## src/sv/sfrcc_pkg.sv

```systemverilog
package sfrcc_pkg;

  localparam logic [7:0] ESC_BYTE   = 8'h7E;
  localparam logic [7:0] START_BYTE = 8'hA5;
  localparam logic [7:0] END_BYTE   = 8'hA6;

  localparam logic [1:0] STATUS_NONE    = 2'd0;
  localparam logic [1:0] STATUS_VALID   = 2'd1;
  localparam logic [1:0] STATUS_INVALID = 2'd2;

  // register map, word index = paddr[3:2]
  localparam int unsigned ADDR_W = 4;
  localparam logic [1:0] REG_CAPACITY = 2'd0;
  localparam logic [1:0] REG_POLY     = 2'd1;
  localparam logic [1:0] REG_SEED     = 2'd2;

  localparam logic [7:0]  CAPACITY_RST = 8'd64;
  localparam logic [15:0] POLY_RST     = 16'h1021;
  localparam logic [15:0] SEED_RST     = 16'hFFFF;

  localparam int unsigned QUEUE_DEPTH_DEF = 2;

  typedef enum logic [2:0] {
    ACT_NONE,
    ACT_BEGIN,
    ACT_DATA,
    ACT_END,
    ACT_ABORT
  } action_e;

  typedef struct packed {
    action_e    act;
    logic [7:0] data;
  } entry_t;

  typedef struct packed {
    logic [7:0]  capacity;
    logic [15:0] poly;
    logic [15:0] seed;
  } cfg_t;

  // one byte into an MSB-first CRC16, no reflection
  function automatic logic [15:0] crc_feed(input logic [15:0] crc,
                                           input logic [7:0]  data,
                                           input logic [15:0] poly);
    logic [15:0] c;
    c = crc ^ {data, 8'h00};
    for (int b = 0; b < 8; b++) begin
      c = c[15] ? ({c[14:0], 1'b0} ^ poly) : {c[14:0], 1'b0};
    end
    return c;
  endfunction

endpackage

```

## src/sv/sfrcc_front.sv

```systemverilog
module sfrcc_front (
  input  logic                clk_i,
  input  logic                rst_ni,
  input  logic                in_valid_i,
  input  logic [7:0]          rx_byte_i,
  input  logic                full_i,
  output logic                in_stall_o,
  output logic                push_o,
  output sfrcc_pkg::entry_t   entry_o
);

  localparam logic [2:0] ST_IDLE   = 3'd0;
  localparam logic [2:0] ST_SEARCH = 3'd1;
  localparam logic [2:0] ST_START  = 3'd2;
  localparam logic [2:0] ST_STUFF  = 3'd3;
  localparam logic [2:0] ST_DATA   = 3'd4;
  localparam logic [2:0] ST_END    = 3'd5;

  logic [2:0]          state_q, state_d;
  sfrcc_pkg::action_e  act;

  assign in_stall_o = full_i;
  assign push_o     = in_valid_i && !full_i;

  always_comb begin
    state_d = ST_IDLE;
    act     = sfrcc_pkg::ACT_NONE;
    case (state_q)
      ST_SEARCH: begin
        if (rx_byte_i == sfrcc_pkg::START_BYTE) begin
          state_d = ST_START;
          act     = sfrcc_pkg::ACT_BEGIN;
        end else if (rx_byte_i == sfrcc_pkg::ESC_BYTE) begin
          state_d = ST_SEARCH;
        end else begin
          act     = sfrcc_pkg::ACT_ABORT;
        end
      end
      ST_START, ST_DATA: begin
        if (rx_byte_i == sfrcc_pkg::ESC_BYTE) begin
          state_d = ST_STUFF;
        end else begin
          state_d = ST_DATA;
          act     = sfrcc_pkg::ACT_DATA;
        end
      end
      ST_STUFF: begin
        if (rx_byte_i == sfrcc_pkg::START_BYTE) begin
          state_d = ST_START;
          act     = sfrcc_pkg::ACT_BEGIN;
        end else if (rx_byte_i == sfrcc_pkg::END_BYTE) begin
          state_d = ST_END;
          act     = sfrcc_pkg::ACT_END;
        end else if (rx_byte_i == sfrcc_pkg::ESC_BYTE) begin
          // doubled escape is a literal 0x7E
          state_d = ST_DATA;
          act     = sfrcc_pkg::ACT_DATA;
        end else begin
          act     = sfrcc_pkg::ACT_ABORT;
        end
      end
      default: begin
        // idle, end and unused codes
        state_d = (rx_byte_i == sfrcc_pkg::ESC_BYTE) ? ST_SEARCH : ST_IDLE;
      end
    endcase
  end

  assign entry_o.act  = act;
  assign entry_o.data = rx_byte_i;

  always_ff @(posedge clk_i or negedge rst_ni) begin
    if (!rst_ni) begin
      state_q <= ST_IDLE;
    end else if (push_o) begin
      state_q <= state_d;
    end
  end

endmodule

```

## src/sv/sfrcc_queue.sv

```systemverilog
module sfrcc_queue #(
  parameter int unsigned DEPTH = sfrcc_pkg::QUEUE_DEPTH_DEF
) (
  input  logic               clk_i,
  input  logic               rst_ni,
  input  logic               push_i,
  input  sfrcc_pkg::entry_t  push_data_i,
  output logic               full_o,
  input  logic               pop_i,
  output logic               head_valid_o,
  output sfrcc_pkg::entry_t  head_o
);

  localparam int unsigned PTR_W = (DEPTH > 1) ? $clog2(DEPTH) : 1;
  localparam int unsigned CNT_W = $clog2(DEPTH + 1);

  sfrcc_pkg::entry_t mem_q [DEPTH];
  logic [PTR_W-1:0]  wr_ptr_q, rd_ptr_q;
  logic [CNT_W-1:0]  count_q;

  assign full_o       = (count_q == CNT_W'(DEPTH));
  assign head_valid_o = (count_q != '0);
  assign head_o       = mem_q[rd_ptr_q];

  function automatic logic [PTR_W-1:0] ptr_next(input logic [PTR_W-1:0] p);
    return (p == PTR_W'(DEPTH - 1)) ? '0 : p + 1'b1;
  endfunction

  always_ff @(posedge clk_i) begin
    if (push_i) begin
      mem_q[wr_ptr_q] <= push_data_i;
    end
  end

  always_ff @(posedge clk_i or negedge rst_ni) begin
    if (!rst_ni) begin
      wr_ptr_q <= '0;
      rd_ptr_q <= '0;
      count_q  <= '0;
    end else begin
      if (push_i) begin
        wr_ptr_q <= ptr_next(wr_ptr_q);
      end
      if (pop_i) begin
        rd_ptr_q <= ptr_next(rd_ptr_q);
      end
      if (push_i && !pop_i) begin
        count_q <= count_q + 1'b1;
      end else if (pop_i && !push_i) begin
        count_q <= count_q - 1'b1;
      end
    end
  end

endmodule

```

## src/sv/sfrcc_back.sv

```systemverilog
module sfrcc_back (
  input  logic               clk_i,
  input  logic               rst_ni,
  input  sfrcc_pkg::cfg_t    cfg_i,
  input  logic               head_valid_i,
  input  sfrcc_pkg::entry_t  head_i,
  output logic               pop_o,
  output logic               out_valid_o,
  input  logic               out_stall_i,
  output logic [1:0]         frame_status_o,
  output logic               store_valid_o,
  output logic [7:0]         store_byte_o,
  output logic [7:0]         store_index_o
);

  logic [15:0] crc_q, crc_d;
  logic [7:0]  pos_q, pos_d;
  logic        out_valid_q, out_valid_d;
  logic [1:0]  status_q, status_d;
  logic        stv_q, stv_d;
  logic [7:0]  sbyte_q, sbyte_d;
  logic [7:0]  sidx_q, sidx_d;
  logic        room;

  assign pop_o = head_valid_i && (!out_valid_q || !out_stall_i);
  assign room  = (pos_q < cfg_i.capacity);

  always_comb begin
    crc_d       = crc_q;
    pos_d       = pos_q;
    status_d    = sfrcc_pkg::STATUS_NONE;
    stv_d       = 1'b0;
    sbyte_d     = '0;
    sidx_d      = '0;
    out_valid_d = out_valid_q && out_stall_i;
    if (pop_o) begin
      out_valid_d = 1'b1;
      case (head_i.act)
        sfrcc_pkg::ACT_BEGIN: begin
          crc_d = cfg_i.seed;
          pos_d = '0;
        end
        sfrcc_pkg::ACT_DATA: begin
          crc_d = sfrcc_pkg::crc_feed(crc_q, head_i.data, cfg_i.poly);
          if (room) begin
            stv_d   = 1'b1;
            sbyte_d = head_i.data;
            sidx_d  = pos_q;
            pos_d   = pos_q + 1'b1;
          end
        end
        sfrcc_pkg::ACT_END: begin
          status_d = (crc_q == '0) ? sfrcc_pkg::STATUS_VALID : sfrcc_pkg::STATUS_INVALID;
        end
        sfrcc_pkg::ACT_ABORT: begin
          status_d = sfrcc_pkg::STATUS_INVALID;
        end
        default: begin
        end
      endcase
    end
  end

  always_ff @(posedge clk_i or negedge rst_ni) begin
    if (!rst_ni) begin
      crc_q       <= sfrcc_pkg::SEED_RST;
      pos_q       <= '0;
      out_valid_q <= 1'b0;
    end else begin
      crc_q       <= crc_d;
      pos_q       <= pos_d;
      out_valid_q <= out_valid_d;
    end
  end

  always_ff @(posedge clk_i) begin
    if (pop_o) begin
      status_q <= status_d;
      stv_q    <= stv_d;
      sbyte_q  <= sbyte_d;
      sidx_q   <= sidx_d;
    end
  end

  assign out_valid_o    = out_valid_q;
  assign frame_status_o = status_q;
  assign store_valid_o  = stv_q;
  assign store_byte_o   = sbyte_q;
  assign store_index_o  = sidx_q;

endmodule

```

## src/sv/stuffed_frame_receiver_crc_check_unit.sv

```systemverilog
// Byte-stuffing deframer with CRC16 check.
// Input channel: one received byte per item on rx_byte_i, handshake
//   in_valid_i / in_stall_o. Output channel: one result per input byte
//   (frame_status_o, store_valid_o, store_byte_o, store_index_o) on
//   out_valid_o / out_stall_i.
// Path: a byte accepted into the classifier queue waits there until the
//   CRC/store stage pops it, and its result is then presented from the
//   result register; a stall on out_stall_i can hold it in the queue.
// Throughput: one byte per cycle while the result is not stalled; the back
//   end's byte-wide CRC update and position counter are combinational.
// When the receiver stalls, the result register holds and the queue
//   (QUEUE_DEPTH entries) absorbs bytes until full, then in_stall_o rises.
// Reset: deframer goes idle, CRC loads 0xFFFF, write position clears,
//   queue and result register empty; capacity 64, polynomial 0x1021,
//   seed 0xFFFF. Registers (APB, word addresses 0x0, 0x4, 0x8) should be
//   written only while no item is in flight.
module stuffed_frame_receiver_crc_check_unit #(
  parameter int unsigned QUEUE_DEPTH = sfrcc_pkg::QUEUE_DEPTH_DEF
) (
  input  logic                         clk_i,
  input  logic                         rst_ni,
  input  logic                         psel,
  input  logic                         penable,
  input  logic                         pwrite,
  input  logic [sfrcc_pkg::ADDR_W-1:0] paddr,
  input  logic [31:0]                  pwdata,
  output logic [31:0]                  prdata,
  output logic                         pready,
  input  logic                         in_valid_i,
  output logic                         in_stall_o,
  input  logic [7:0]                   rx_byte_i,
  output logic                         out_valid_o,
  input  logic                         out_stall_i,
  output logic [1:0]                   frame_status_o,
  output logic                         store_valid_o,
  output logic [7:0]                   store_byte_o,
  output logic [7:0]                   store_index_o
);

  sfrcc_pkg::cfg_t   cfg_q;
  sfrcc_pkg::entry_t push_entry, head_entry;
  logic              push, full, pop, head_valid;
  logic              wr_en;
  logic [1:0]        reg_idx;

  assign pready  = 1'b1;
  assign reg_idx = paddr[3:2];
  assign wr_en   = psel && penable && pwrite;

  always_ff @(posedge clk_i or negedge rst_ni) begin
    if (!rst_ni) begin
      cfg_q.capacity <= sfrcc_pkg::CAPACITY_RST;
      cfg_q.poly     <= sfrcc_pkg::POLY_RST;
      cfg_q.seed     <= sfrcc_pkg::SEED_RST;
    end else if (wr_en) begin
      case (reg_idx)
        sfrcc_pkg::REG_CAPACITY: cfg_q.capacity <= pwdata[7:0];
        sfrcc_pkg::REG_POLY:     cfg_q.poly     <= pwdata[15:0];
        sfrcc_pkg::REG_SEED:     cfg_q.seed     <= pwdata[15:0];
        default: begin
        end
      endcase
    end
  end

  always_comb begin
    case (reg_idx)
      sfrcc_pkg::REG_CAPACITY: prdata = {24'd0, cfg_q.capacity};
      sfrcc_pkg::REG_POLY:     prdata = {16'd0, cfg_q.poly};
      sfrcc_pkg::REG_SEED:     prdata = {16'd0, cfg_q.seed};
      default:                 prdata = '0;
    endcase
  end

  sfrcc_front u_front (
    .clk_i      (clk_i),
    .rst_ni     (rst_ni),
    .in_valid_i (in_valid_i),
    .rx_byte_i  (rx_byte_i),
    .full_i     (full),
    .in_stall_o (in_stall_o),
    .push_o     (push),
    .entry_o    (push_entry)
  );

  sfrcc_queue #(
    .DEPTH (QUEUE_DEPTH)
  ) u_queue (
    .clk_i        (clk_i),
    .rst_ni       (rst_ni),
    .push_i       (push),
    .push_data_i  (push_entry),
    .full_o       (full),
    .pop_i        (pop),
    .head_valid_o (head_valid),
    .head_o       (head_entry)
  );

  sfrcc_back u_back (
    .clk_i          (clk_i),
    .rst_ni         (rst_ni),
    .cfg_i          (cfg_q),
    .head_valid_i   (head_valid),
    .head_i         (head_entry),
    .pop_o          (pop),
    .out_valid_o    (out_valid_o),
    .out_stall_i    (out_stall_i),
    .frame_status_o (frame_status_o),
    .store_valid_o  (store_valid_o),
    .store_byte_o   (store_byte_o),
    .store_index_o  (store_index_o)
  );

endmodule

```

## config.mk

```make
export PLATFORM = sky130hd
export DESIGN_NAME = stuffed_frame_receiver_crc_check_unit
export DESIGN_NICKNAME = d
export VERILOG_FILES = /design/src/sv/sfrcc_pkg.sv /design/src/sv/sfrcc_front.sv /design/src/sv/sfrcc_queue.sv /design/src/sv/sfrcc_back.sv /design/src/sv/stuffed_frame_receiver_crc_check_unit.sv
export SDC_FILE = /design/constraint.sdc
export NUM_CORES = 1
export LEC_CHECK = 0
export BUFFER_PORTS_ARGS = -buffer_cell sky130_fd_sc_hd__buf_2
export CAP_MARGIN = 20
export CELL_PAD_IN_SITES_DETAIL_PLACEMENT = 0
export CELL_PAD_IN_SITES_GLOBAL_PLACEMENT = 1
export CORE_AREA = 3 3 136 138
export DETAILED_ROUTE_END_ITERATION = 6
export DIE_AREA = 0 0 139 141
export PLACE_DENSITY = 0.84
export SKIP_CTS_REPAIR_TIMING = 1
export SLEW_MARGIN = 20
export SYNTH_ARGS = -nofsm -noshare
export SYNTH_HDL_FRONTEND = slang
export SYNTH_SLANG_ARGS = --single-unit
export TNS_END_PERCENT = 10
```

## constraint.sdc

```tcl
create_clock -name clk_i -period 5.2 [get_ports clk_i]
set_input_delay 0.52 -clock clk_i [delete_from_list [all_inputs] [get_ports clk_i]]
set_output_delay 0.52 -clock clk_i [all_outputs]
set_load 0.02 [all_outputs]
```

==> metrics.cfg <==
[status]
status = finished, final reports clean

[finish]
final_cell_mix = nand2_1, xnor2_1, buf_2
fin_cells = 1106
fin_util_pct = 51.22
antennaDiodeCount = 0
n_fill_cell = 1601
final_common_cell = nand2_1
syn2layout_area_growth_pct = 13.88
drive_above_1_share_pct = 26.33
nets = 928

[synth]
synth_top_family_by_area = simple AND/OR/NAND/NOR gates
synth_compound_area_share_pct = 12.29
netlist_area_mm2 = 0.007779
muxShareOfSynthArea_pct = 8.622
synthArstFlopShare_pct = 63.72
synth_xor_area_share_pct = 15.83
syn_avg_cell_area_um2 = 9.498
ys_seq_area_share_pct = 39.57
ys_ff_latch = 113
yosysWarnings = 0
synth_edf_count = 41
synth_cells = 819
synth.distinct_cells = 71
synth_flop_cell = edfxtp_1
synthAdderAreaFrac_pct = 1.448
synth-simple-area-share_pct = 16.71

[worst_setup_path]
worstPathArrival_ns = 4.89
crit_chain = mux2i_4 -> mux2i_1 -> mux2i_2 -> o221ai_1 -> xnor2_2 -> xnor3_1 -> nor2_1 -> xor2_1 -> mux2i_1 -> xnor3_2 -> nand2_1 -> xnor2_1 -> o21ai_1
worst-path-buf-inv = 0
worst_path_largest_cell_delay_ns = 0.63
endpoint_kind = flop
crit_top_cell = mux2i_1
startpoint_type = flop
cpLargestDelayFamily = XOR/XNOR gates
path_class = reg -> reg
cp.required_ns = 5.51
cpMaxStageDelayCell = mux2i_2
crit_fanout = 15

[clock_network]
clk_path_buf_depth = 2
path_clk_slew_ns = 0.06
clock_latency_ns = 0.41
root_buffer = clkbuf_16
cts_sinks = 113
cts_buffers = 17
cts_tree = done
htreeDepth = 4

[timing]
slew_viol_final = 0
holdWs_ns = 0.1415
finalSetupViolations = 0
min_period_ns = 4.580
tightest_slew_ns = 1.023
clock_skew_ns = 0.009538
fin_tns_setup_ns = 0
slew_headroom_pct = 31.55
hold_violations = 0
period_share_pct = 88.08
rsz0062_at_grt = no
clock.fmax_mhz = 218.3

[placed_design]
dp_hpwl_um = 13250
dp.cells = 1074
port_buffers = 69
place_congestion = 0.8128

[floorplan]
chipHeight_um = 141
floorplan.initialDensity_pct = 44.97
core_mm2 = 0.01730
row_count = 48
ios = 105
die-area_mm2 = 0.01960
die_w_um = 139

[worst_hold_path]
min_path_type = in -> async

[drt]
drcViolationCount = 0
drt-pass1-iter-count = 5
drtIter0Drc = 387
avgRoutedWirePerCell_um = 16.86
drt.antenna.violating_nets = 0
viasPerCell = 5.344
vias = 5910
finalWirelength_um = 18650

[grt]
grt_max_degree = 43
antenna_found_initial = 0
grtUsageTotal_pct = 18.89
grt_pass1_vias = 5568
grt.overflow.total = 0
grt_pass1_wl_um = 30100

[flow_run]
cap_violations = 0

final timing paths:
check                      cells after the start  slack (ns)                          from                            to
setup / recovery                              13        0.62  u_queue.rd_ptr_q$_DFFE_PN0P_  u_back.crc_q[11]$_DFFE_PN1P_
hold / removal                                 1        0.14                        rst_ni   u_back.pos_q[0]$_DFFE_PN0P_
setup reg to reg                              13        0.62  u_queue.rd_ptr_q$_DFFE_PN0P_  u_back.crc_q[11]$_DFFE_PN1P_
hold reg to reg                                2        0.50  u_back.out_valid_o$_DFF_PN0_  u_back.out_valid_o$_DFF_PN0_
max in group asynchronous                      2        4.04                        rst_ni  u_back.crc_q[12]$_DFFE_PN1P_
min in group clk_i                             3        0.32                   out_stall_i  u_back.out_valid_o$_DFF_PN0_
sequential cells by signal (all words and copies together) (netlist names):
register	cells
cfg_q	40
u_back.pos_q	8
u_queue.mem_q	22
u_back.frame_status_o	2
u_front.state_q	3
u_back.out_valid_o	1
u_back.store_byte_o	8
u_queue.count_q	2
u_queue.rd_ptr_q	1
u_back.store_valid_o	1
u_queue.wr_ptr_q	1
u_back.crc_q	16
u_back.store_index_o	8
routing by layer:
layer  GRT usage, %  wire, µm  part of all wire, %
met1          24.85      8420                   45
met2          32.22      9179                   49
met3          3.494       805                  4.3
met4          5.098       239                  1.3
met5              0         0                    0
cells by family after synthesis:
| logic type | count (synthesis) |
|---|---|
| simple gates | 277 |
| compound gates | 152 |
| xor+xnor | 121 |
| flops | 113 |
| buf+inv | 85 |
| mux | 60 |
| fa+ha+maj | 9 |
| other cells | 2 |
cells in the mapped netlist, drive strengths merged (3+ instances only):
cell / number / area, µm²
a211oi: 4 / 35.03
a21oi: 20 / 100.1
a22o: 8 / 70.07
a31oi: 6 / 37.54
a32oi: 12 / 105.1
and2: 11 / 68.82
and3: 6 / 38.79
buf: 40 / 254.0
clkbuf: 29 / 108.9
dfrtp: 36 / 900.9
dfstp: 36 / 945.9
edfxtp: 41 / 1231
ha: 9 / 112.6
inv: 15 / 56.30
mux2: 36 / 405.4
mux2i: 24 / 265.3
nand2: 167 / 649.4
nand2b: 11 / 68.82
nand3: 13 / 77.58
nand4: 3 / 18.77
nor2: 34 / 130.1
nor2b: 7 / 43.79
nor3: 7 / 40.04
nor3b: 4 / 35.03
nor4: 8 / 77.57
o21ai: 66 / 330.3
o22ai: 14 / 87.58
o31ai: 4 / 30.03
xnor2: 97 / 950.9
xor2: 22 / 234.0
layout make-up:
| type | count | area, µm² | share of cell area (%) |
|---|---|---|---|
| clock inverters | 14 | 187.7 | 2.119 |
| clock buffers | 18 | 439.2 | 4.958 |
| repair buffers | 84 | 457.9 | 5.169 |
| multi-input cells | 636 | 4354 | 49.15 |
| inverters | 16 | 60.06 | 0.6780 |
| flip-flops and latches | 113 | 3078 | 34.75 |
| well taps | 225 | 281.5 | 3.178 |
metrics by stage:
step,area (µm²),setup slack (ns)
final,8859,0.6199
after detailed placement,8228,0.3675
after CTS,8855,0.3362
after global placement,8220,0.4241
after floorplan,7835,1.360
after global routing,8859,0.3097
Power is not shown: default switching activity piles up to over one toggle a cycle in this logic, so the estimate is an artifact.
